==> src/hdl/psm_pkg.sv <==
`timescale 1ns / 1ps

package psm_pkg;

    // Default sizes, handed to the top-level parameters
    localparam int PREFIX_MAX_DEF = 8;
    localparam int SUFFIX_MAX_DEF = 8;
    localparam int COUNT_BITS_DEF = 16;

    // Fixed field widths
    localparam int FIELD_W    = 16;   // run_start / run_length
    localparam int LEN_W      = 4;    // length fields in layout
    localparam int CFG_DATA_W = 64;
    localparam int CFG_IDX_W  = 3;
    localparam int LAYOUT_W   = 10;
    localparam int CLASS_W    = 256;

    // Configuration register indexes
    localparam logic [CFG_IDX_W-1:0] CFG_PREFIX  = 3'd0;
    localparam logic [CFG_IDX_W-1:0] CFG_SUFFIX  = 3'd1;
    localparam logic [CFG_IDX_W-1:0] CFG_LAYOUT  = 3'd2;
    localparam logic [CFG_IDX_W-1:0] CFG_CLASS_0 = 3'd3;
    localparam logic [CFG_IDX_W-1:0] CFG_CLASS_1 = 3'd4;
    localparam logic [CFG_IDX_W-1:0] CFG_CLASS_2 = 3'd5;
    localparam logic [CFG_IDX_W-1:0] CFG_CLASS_3 = 3'd6;

    // Layout bit positions
    localparam int LAY_PLEN_LO  = 0;
    localparam int LAY_SLEN_LO  = 4;
    localparam int LAY_PRESENT  = 8;
    localparam int LAY_ANCHORED = 9;

    // Per-string scan phase
    typedef enum logic [4:0] {
        PH_PREFIX = 5'b00001,
        PH_RUN    = 5'b00010,
        PH_SUFFIX = 5'b00100,
        PH_OK     = 5'b01000,
        PH_FAIL   = 5'b10000
    } t_phase;

    // Live configuration seen by the scanner
    typedef struct packed {
        logic [CFG_DATA_W-1:0] prefix;
        logic [CFG_DATA_W-1:0] suffix;
        logic [LAYOUT_W-1:0]   layout;
        logic [CLASS_W-1:0]    class_set;
    } t_cfg;

    // One result
    typedef struct packed {
        logic               matched;
        logic [FIELD_W-1:0] run_start;
        logic [FIELD_W-1:0] run_length;
        logic               overflow;
    } t_result;

endpackage

==> src/hdl/prefix_span_suffix_matcher_top.sv <==
`timescale 1ns / 1ps

// Channel  | Dir | Handshake                 | Fields
// ---------+-----+---------------------------+-----------------------------------------------
// input    | in  | i_in_valid / o_in_stall   | i_text_byte, i_end_of_text
// output   | out | o_out_valid / i_out_stall | o_matched, o_run_start, o_run_length, o_overflow
// config   | in  | i_cfg_we                  | i_cfg_index, i_cfg_data
//
// One byte per cycle. A byte lands in the input register, and the scan logic then updates the
// string state from it; a final byte also loads the result register, which presents its result.
// Only a final byte waits, and only while the result register is full and stalled.
// Synchronous active-low reset clears the configuration and the string state.

module prefix_span_suffix_matcher_top #(
    parameter int PREFIX_MAX = psm_pkg::PREFIX_MAX_DEF,
    parameter int SUFFIX_MAX = psm_pkg::SUFFIX_MAX_DEF,
    parameter int COUNT_BITS = psm_pkg::COUNT_BITS_DEF
) (
    input  logic                            i_clk,
    input  logic                            i_rst_n,
    input  logic                            i_in_valid,
    output logic                            o_in_stall,
    input  logic [7:0]                      i_text_byte,
    input  logic                            i_end_of_text,
    output logic                            o_out_valid,
    input  logic                            i_out_stall,
    output logic                            o_matched,
    output logic [psm_pkg::FIELD_W-1:0]     o_run_start,
    output logic [psm_pkg::FIELD_W-1:0]     o_run_length,
    output logic                            o_overflow,
    input  logic                            i_cfg_we,
    input  logic [psm_pkg::CFG_IDX_W-1:0]   i_cfg_index,
    input  logic [psm_pkg::CFG_DATA_W-1:0]  i_cfg_data
);

    psm_pkg::t_cfg    cfg;
    psm_pkg::t_result scan_res;

    logic       r_in_valid;
    logic [7:0] r_byte;
    logic       r_eot;
    logic       r_out_valid;
    psm_pkg::t_result r_res;

    logic out_free, step, in_take, out_take;

    assign out_take = r_out_valid && !i_out_stall;
    assign out_free = !r_out_valid || !i_out_stall;
    assign step     = r_in_valid && (!r_eot || out_free);
    assign o_in_stall = r_in_valid && !step;
    assign in_take  = i_in_valid && !o_in_stall;

    psm_cfg u_cfg (
        .i_clk       (i_clk),
        .i_rst_n     (i_rst_n),
        .i_cfg_we    (i_cfg_we),
        .i_cfg_index (i_cfg_index),
        .i_cfg_data  (i_cfg_data),
        .o_cfg       (cfg)
    );

    psm_scan #(
        .PREFIX_MAX (PREFIX_MAX),
        .SUFFIX_MAX (SUFFIX_MAX),
        .COUNT_BITS (COUNT_BITS)
    ) u_scan (
        .i_clk    (i_clk),
        .i_rst_n  (i_rst_n),
        .i_step   (step),
        .i_byte   (r_byte),
        .i_eot    (r_eot),
        .i_cfg    (cfg),
        .o_result (scan_res)
    );

    // Input register
    always_ff @(posedge i_clk) begin
        if (!i_rst_n) begin
            r_in_valid <= 1'b0;
        end else if (in_take) begin
            r_in_valid <= 1'b1;
        end else if (step) begin
            r_in_valid <= 1'b0;
        end
    end

    always_ff @(posedge i_clk) begin
        if (in_take) begin
            r_byte <= i_text_byte;
            r_eot  <= i_end_of_text;
        end
    end

    // Result register
    always_ff @(posedge i_clk) begin
        if (!i_rst_n) begin
            r_out_valid <= 1'b0;
        end else if (step && r_eot) begin
            r_out_valid <= 1'b1;
        end else if (out_take) begin
            r_out_valid <= 1'b0;
        end
    end

    always_ff @(posedge i_clk) begin
        if (step && r_eot) begin
            r_res <= scan_res;
        end
    end

    assign o_out_valid  = r_out_valid;
    assign o_matched    = r_res.matched;
    assign o_run_start  = r_res.run_start;
    assign o_run_length = r_res.run_length;
    assign o_overflow   = r_res.overflow;

endmodule

==> src/hdl/psm_cfg.sv <==
`timescale 1ns / 1ps

module psm_cfg (
    input  logic                             i_clk,
    input  logic                             i_rst_n,
    input  logic                             i_cfg_we,
    input  logic [psm_pkg::CFG_IDX_W-1:0]    i_cfg_index,
    input  logic [psm_pkg::CFG_DATA_W-1:0]   i_cfg_data,
    output psm_pkg::t_cfg                    o_cfg
);

    logic [psm_pkg::CFG_DATA_W-1:0] r_prefix;
    logic [psm_pkg::CFG_DATA_W-1:0] r_suffix;
    logic [psm_pkg::LAYOUT_W-1:0]   r_layout;
    logic [psm_pkg::CFG_DATA_W-1:0] r_class0;
    logic [psm_pkg::CFG_DATA_W-1:0] r_class1;
    logic [psm_pkg::CFG_DATA_W-1:0] r_class2;
    logic [psm_pkg::CFG_DATA_W-1:0] r_class3;

    // Register writes; an index past the list is dropped
    always_ff @(posedge i_clk) begin
        if (!i_rst_n) begin
            r_prefix <= '0;
            r_suffix <= '0;
            r_layout <= '0;
            r_class0 <= '0;
            r_class1 <= '0;
            r_class2 <= '0;
            r_class3 <= '0;
        end else if (i_cfg_we) begin
            unique case (i_cfg_index)
                psm_pkg::CFG_PREFIX:  r_prefix <= i_cfg_data;
                psm_pkg::CFG_SUFFIX:  r_suffix <= i_cfg_data;
                psm_pkg::CFG_LAYOUT:  r_layout <= i_cfg_data[psm_pkg::LAYOUT_W-1:0];
                psm_pkg::CFG_CLASS_0: r_class0 <= i_cfg_data;
                psm_pkg::CFG_CLASS_1: r_class1 <= i_cfg_data;
                psm_pkg::CFG_CLASS_2: r_class2 <= i_cfg_data;
                psm_pkg::CFG_CLASS_3: r_class3 <= i_cfg_data;
                default: ;
            endcase
        end
    end

    assign o_cfg.prefix    = r_prefix;
    assign o_cfg.suffix    = r_suffix;
    assign o_cfg.layout    = r_layout;
    assign o_cfg.class_set = {r_class3, r_class2, r_class1, r_class0};

endmodule

==> src/hdl/psm_scan.sv <==
`timescale 1ns / 1ps

module psm_scan #(
    parameter int PREFIX_MAX = psm_pkg::PREFIX_MAX_DEF,
    parameter int SUFFIX_MAX = psm_pkg::SUFFIX_MAX_DEF,
    parameter int COUNT_BITS = psm_pkg::COUNT_BITS_DEF
) (
    input  logic              i_clk,
    input  logic              i_rst_n,
    input  logic              i_step,
    input  logic [7:0]        i_byte,
    input  logic              i_eot,
    input  psm_pkg::t_cfg     i_cfg,
    output psm_pkg::t_result  o_result
);

    localparam int LW     = psm_pkg::LEN_W;
    localparam int FW     = psm_pkg::FIELD_W;
    localparam int SIDX_W = $clog2(SUFFIX_MAX + 1);
    localparam int PW     = COUNT_BITS + 1;

    // Per-string state
    psm_pkg::t_phase                  r_phase, n_phase;
    logic [PREFIX_MAX-1:0][7:0]       r_recent;
    logic [PREFIX_MAX-1:0][7:0]       n_recent;
    logic [COUNT_BITS-1:0]            r_pos, n_pos;
    logic [COUNT_BITS-1:0]            r_start, n_start;
    logic [COUNT_BITS-1:0]            r_run, n_run;
    logic [SIDX_W-1:0]                r_sidx, n_sidx;
    logic                             r_ovf, n_ovf;

    // Decoded layout
    logic [LW-1:0] plen_raw, slen_raw, plen_c, slen_c;
    logic          present, anchored;

    assign plen_raw = i_cfg.layout[psm_pkg::LAY_PLEN_LO +: LW];
    assign slen_raw = i_cfg.layout[psm_pkg::LAY_SLEN_LO +: LW];
    assign present  = i_cfg.layout[psm_pkg::LAY_PRESENT];
    assign anchored = i_cfg.layout[psm_pkg::LAY_ANCHORED];
    assign plen_c   = (plen_raw > LW'(PREFIX_MAX)) ? LW'(PREFIX_MAX) : plen_raw;
    assign slen_c   = (slen_raw > LW'(SUFFIX_MAX)) ? LW'(SUFFIX_MAX) : slen_raw;

    // Window of the newest bytes, newest in the top lane
    always_comb begin
        for (int k = 0; k < PREFIX_MAX - 1; k++) begin
            n_recent[k] = r_recent[k+1];
        end
        n_recent[PREFIX_MAX-1] = i_byte;
    end

    // Prefix compare: one candidate per length, picked by the live length
    logic pre_hit;
    always_comb begin
        logic h;
        pre_hit = 1'b0;
        for (int p = 1; p <= PREFIX_MAX; p++) begin
            h = 1'b1;
            for (int j = 0; j < p; j++) begin
                if (n_recent[PREFIX_MAX-p+j] != i_cfg.prefix[8*j +: 8]) h = 1'b0;
            end
            if (plen_c == LW'(p)) pre_hit = h;
        end
    end

    // Class membership of the current byte
    logic is_member;
    assign is_member = i_cfg.class_set[i_byte];

    logic pos_full, pos_reach;
    assign pos_full  = &r_pos;
    assign pos_reach = (PW'(r_pos) + PW'(1)) >= PW'(plen_c);

    // Next-state logic: prefix, then run, then suffix, all on this byte
    logic       consumed;
    logic [7:0] s_byte;
    logic       matched;
    always_comb begin
        n_phase  = r_phase;
        n_start  = r_start;
        n_run    = r_run;
        n_sidx   = r_sidx;
        n_ovf    = r_ovf;
        consumed = 1'b0;
        s_byte   = '0;

        // prefix search
        if (r_phase == psm_pkg::PH_PREFIX) begin
            if (!present) begin
                n_phase = psm_pkg::PH_RUN;
                n_start = r_pos;
            end else if (plen_c == '0) begin
                n_phase = psm_pkg::PH_FAIL;
            end else if (pos_reach) begin
                consumed = 1'b1;
                if (pre_hit) begin
                    n_phase = psm_pkg::PH_RUN;
                    if (pos_full) begin
                        n_start = r_pos;
                        n_ovf   = 1'b1;
                    end else begin
                        n_start = r_pos + COUNT_BITS'(1);
                    end
                end else if (anchored) begin
                    n_phase = psm_pkg::PH_FAIL;
                end
            end else begin
                consumed = 1'b1;
            end
        end

        // class run
        if (!consumed && n_phase == psm_pkg::PH_RUN) begin
            if (is_member) begin
                consumed = 1'b1;
                if (&r_run) begin
                    n_ovf = 1'b1;
                end else begin
                    n_run = r_run + COUNT_BITS'(1);
                end
            end else if (r_run == '0) begin
                consumed = 1'b1;
                n_phase  = psm_pkg::PH_FAIL;
            end else begin
                n_phase = psm_pkg::PH_SUFFIX;
                n_sidx  = '0;
            end
        end

        // suffix check
        for (int j = 0; j < SUFFIX_MAX; j++) begin
            if (n_sidx == SIDX_W'(j)) s_byte = i_cfg.suffix[8*j +: 8];
        end
        if (!consumed && n_phase == psm_pkg::PH_SUFFIX) begin
            if ((LW+1)'(n_sidx) >= (LW+1)'(slen_c)) begin
                n_phase = psm_pkg::PH_OK;
            end else if (s_byte == i_byte) begin
                n_sidx = n_sidx + SIDX_W'(1);
                if ((LW+1)'(n_sidx) >= (LW+1)'(slen_c)) n_phase = psm_pkg::PH_OK;
            end else begin
                n_phase = psm_pkg::PH_FAIL;
            end
        end

        // position
        if (pos_full) begin
            n_pos = r_pos;
            n_ovf = 1'b1;
        end else begin
            n_pos = r_pos + COUNT_BITS'(1);
        end

        // verdict for a final byte
        matched = (n_phase == psm_pkg::PH_OK)
               || (n_phase == psm_pkg::PH_RUN && n_run != '0 && slen_c == '0)
               || (n_phase == psm_pkg::PH_SUFFIX
                   && (LW+1)'(n_sidx) >= (LW+1)'(slen_c));
    end

    assign o_result.matched    = matched;
    assign o_result.run_start  = matched ? FW'(n_start) : '0;
    assign o_result.run_length = matched ? FW'(n_run) : '0;
    assign o_result.overflow   = n_ovf;

    // State update; the final byte returns the string state to reset
    always_ff @(posedge i_clk) begin
        if (!i_rst_n) begin
            r_phase <= psm_pkg::PH_PREFIX;
            r_pos   <= '0;
            r_start <= '0;
            r_run   <= '0;
            r_sidx  <= '0;
            r_ovf   <= 1'b0;
        end else if (i_step) begin
            if (i_eot) begin
                r_phase <= psm_pkg::PH_PREFIX;
                r_pos   <= '0;
                r_start <= '0;
                r_run   <= '0;
                r_sidx  <= '0;
                r_ovf   <= 1'b0;
            end else begin
                r_phase <= n_phase;
                r_pos   <= n_pos;
                r_start <= n_start;
                r_run   <= n_run;
                r_sidx  <= n_sidx;
                r_ovf   <= n_ovf;
            end
        end
    end

    // Byte window only feeds compares once it holds this string's bytes
    always_ff @(posedge i_clk) begin
        if (i_step) begin
            r_recent <= n_recent;
        end
    end

endmodule
==> config.mk <==
export PLATFORM = sky130hd
export DESIGN_NAME = prefix_span_suffix_matcher_top
export DESIGN_NICKNAME = d
export VERILOG_FILES = /design/src/hdl/psm_pkg.sv /design/src/hdl/prefix_span_suffix_matcher_top.sv /design/src/hdl/psm_cfg.sv /design/src/hdl/psm_scan.sv
export SDC_FILE = /design/constraint.sdc
export NUM_CORES = 1
export LEC_CHECK = 0
export ABC_AREA = 0
export BUFFER_PORTS_ARGS = -buffer_cell sky130_fd_sc_hd__buf_4
export CAP_MARGIN = 20
export CORE_MARGIN = 1.5
export CORE_UTILIZATION = 39
export CTS_CLUSTER_DIAMETER = 30
export DETAILED_ROUTE_END_ITERATION = 6
export GPL_TIMING_DRIVEN = 0
export PLACE_DENSITY = 0.6
export SYNTH_ARGS = -nofsm -noshare
export SYNTH_HDL_FRONTEND = slang
export SYNTH_SLANG_ARGS = --single-unit
==> constraint.sdc <==
create_clock -name i_clk -period 5.89 [get_ports i_clk]
set_input_delay 0.8835 -clock i_clk [delete_from_list [all_inputs] [get_ports i_clk]]
set_output_delay 0.8835 -clock i_clk [all_outputs]
set_load 0.02 [all_outputs]
==> out/results.txt <==
Primary FF master, synth - dfxtp_1
Antenna Violating Nets Remaining - 0
via count of the routed design - 26.7k
number of antenna violations at the first check in global routing - 3
final cycle utilization of the critical path - 1.05
final core occ - 0.499
total non-filler cell area in the finished layout - 37100 sq um
clock network latency to the later pin of the worst-skew pair - 710 ps
mean area per synthesized cell - 8.71 sq um
Critical Path Max Stage Delay - 460 ps
Max clock buf depth - 3
Floorplan Core Area - 74300 sq um
WL met2 - 51400 um
most frequent standard cell in the layout excluding fill and tap cells - nand2_1
clock tree from TritonCTS - done
clock tree sinks - 553
clock slew at the register clock pins of the worst setup and hold paths - 40 ps
Overall Global Routing Usage - 0.293
kind of capture point of the worst setup path - flip-flop
critical path start-end classification - reg2reg
Inserted Clock Buffers - 132
violated checks - negative setup slack
distinct cell type count after synthesis - 91
Post-Synthesis Cell Area - 29300 sq um
Critical Path Fanout Max - 10
outcome - complete, but fails checks
ratio of routed vias to standard cells - 5.64
Worst Path Required - 6340 ps
synth warn - 0
RSZ-0062 raised after global routing - true
Hold Fails Final Rpt - 0
DRC Markers - 0
setup violation total in the final timing report - 34
post-synthesis sequential area ratio - 0.412
Total Die Area - 76700 sq um
die width - 277 um
Worst VDD drop - 273 uV
asr flop ratio synth - 0
grt total ovfl - 0
post-synthesis sequential element count - 553
Rel. slew slack - 0.221
min setup slack post-route - -302 ps
Starting DRT DRC Count - 2782
met3 routed WL - 9680 um
Pwr per Cell Area - 341 nW/um^2
deepest level of the CTS H-tree - 4
number of synthesized flops with an enable pin - 99
post-route met1 wirelength - 47300 um
largest net degree at the start of global routing - 54
routed length per instance - 24.3 um
number of max-capacitance violations reported - 0
post-detailed-routing wire length - 115000 um
slew at the pin closest to its max-slew limit - 1160 ps
final-layout setup total negative slack - -9670 ps
min cycle time layout - 6190 ps
share of cells above drive strength 1 - 0.152
die span in y - 277 um
root buffer cell - clkbuf_16
post-cts hold buffer count - 0
placed wire-length estimate after detailed placement - 79900 um
Slowest cell on crit path - nor4_4
FMAX - 0.161 GHz
nets in the synthesized netlist - 3461
dpl cell area - 31400 sq um
final RePlAce weighted congestion - 0.981
synthesized instance count - 3363
worst clock skew - 31.2 ps
setup slack after placement - -2340 ps
wire length of the first global-routing pass - 168000 um
ports placed on the boundary - 117
highest routing layer actually used - met5
Max Slew Vio Count - 0
overall power after layout - 12600 uW
initial standard-cell utilization of the core - 0.394
number of global-route vias before repair - 25.7k
Cell Rows - 100
leakage - 0.0132 uW
Worst Path Arrival - 6640 ps
type of the worst min-delay path - in2reg
Layout area overhead - 26.6%
fin nets - 3757
critical path launch point type - flip-flop
TritonRoute pass-1 iters - 6
commonest non-fill, non-tap cells in the layout - nand2_1, dfxtp_1, a21boi_0
number of input and output port buffers inserted - 111
[registers in the layout (all words and copies together), names as in the netlist, 56 cells and up]
register and count:
u_cfg.r_suffix 64, u_cfg.r_class3 64, u_scan.n_recent 56, u_cfg.r_class2 64, u_cfg.r_class0 64, u_cfg.r_class1 64, u_cfg.r_prefix 64
[routing by layer]
layer,track usage,vias up
li1,-,12200
met1,0.376,12800
met2,0.463,1339
met3,0.0597,347
met4,0.159,4
met5,0,-
[path summary, 6_finish.rpt]
path                                  from                              to  slack, ps  cells past startpoint
min                         i_text_byte[0]             r_byte[0]$_DFFE_PP_        340                      1
max                    r_byte[2]$_DFFE_PP_  o_run_length[12]$_SDFFCE_PN0P_       -300                     29
min reg2reg  u_scan.n_recent[52]$_DFFE_PP_   u_scan.n_recent[44]$_DFFE_PP_        440                      0
max reg2reg            r_byte[2]$_DFFE_PP_  o_run_length[12]$_SDFFCE_PN0P_       -300                     29
[stage by stage]
step,hold slack (ps),std cells
6_report,344,4736
3_3_place_gp,426,4443
3_5_place_dp,429,4447
5_1_grt,318,4735
2_1_floorplan,421,3363
4_1_cts,315,4718
[final cells by class]
| class | instances | area, sq um |
|---|---|---|
| inverters | 29 | 116 |
| plain buffers | 300 | 1470 |
| well taps | 969 | 1210 |
| diodes | 1 | 2.50 |
| clock inverters | 71 | 1010 |
| repair buffers | 164 | 1350 |
| flip-flops and latches | 553 | 12100 |
| multi-input cells | 2479 | 16200 |
| clock buffers | 170 | 3680 |
| fillers | 7087 | 37200 |
[synthesized netlist by cell type (all sizes together), types with 18 or more instances]
cell type	n	area share
a31oi	18	0.0041
nor2b	41	0.0088
mux2i	59	0.020
mux4	46	0.035
dfxtp	454	0.31
xnor2	141	0.042
nor4	55	0.012
a21boi	408	0.10
xor2	179	0.054
inv	27	0.0035
nor2	71	0.0092
o21ai	69	0.012
nand2	871	0.11
a21oi	60	0.010
and3	25	0.0053
nor3	60	0.014
and2	30	0.0064
nand3	50	0.0085
buf	57	0.012
edfxtp	99	0.10
nand4	47	0.010
clkbuf	245	0.031
a22oi	30	0.0077
[what timing repair did]
action	in CTS	in global routing
pin swaps	11	31
setup buffers	33	13
gates resized for setup	81	47
endpoints found under the setup margin	40	34
gates cloned	0	3
[critical path: cells and delay by family, from the launching register on]
family,cells,cell delay [ps]
AOI/OAI and AO/OA,10,2200
xor gates and xnor gates,1,190
adders and majority gates,2,520
buffers and inverters,7,1030
DFF,1,430
muxes,1,120
and+or+nand+nor,8,1390
[report_power, final]
group	switching [uW]	leakage [uW]	internal (uW)
clock	2400	0.00228	5200
combinational	671	0.00626	347
sequential	61.0	0.00461	3950
[kinds of logic (layout without fill, tap and decap cells)]
kind of cell | Yosys count | in the layout | synth area share
XOR/XNOR | 320 | 320 | 0.0957
AND/OR/NAND/NOR | 1317 | 1317 | 0.202
AO/OA/AOI/OAI | 708 | 708 | 0.176
flip-flops | 553 | 553 | 0.412
multiplexers | 116 | 116 | 0.0598
buffers and inverters | 331 | 734 | 0.0470
other | 0 | 1 | 0
adder cells (fa/ha/maj) | 18 | 18 | 0.00761
Power figures use the tool's default switching activity.
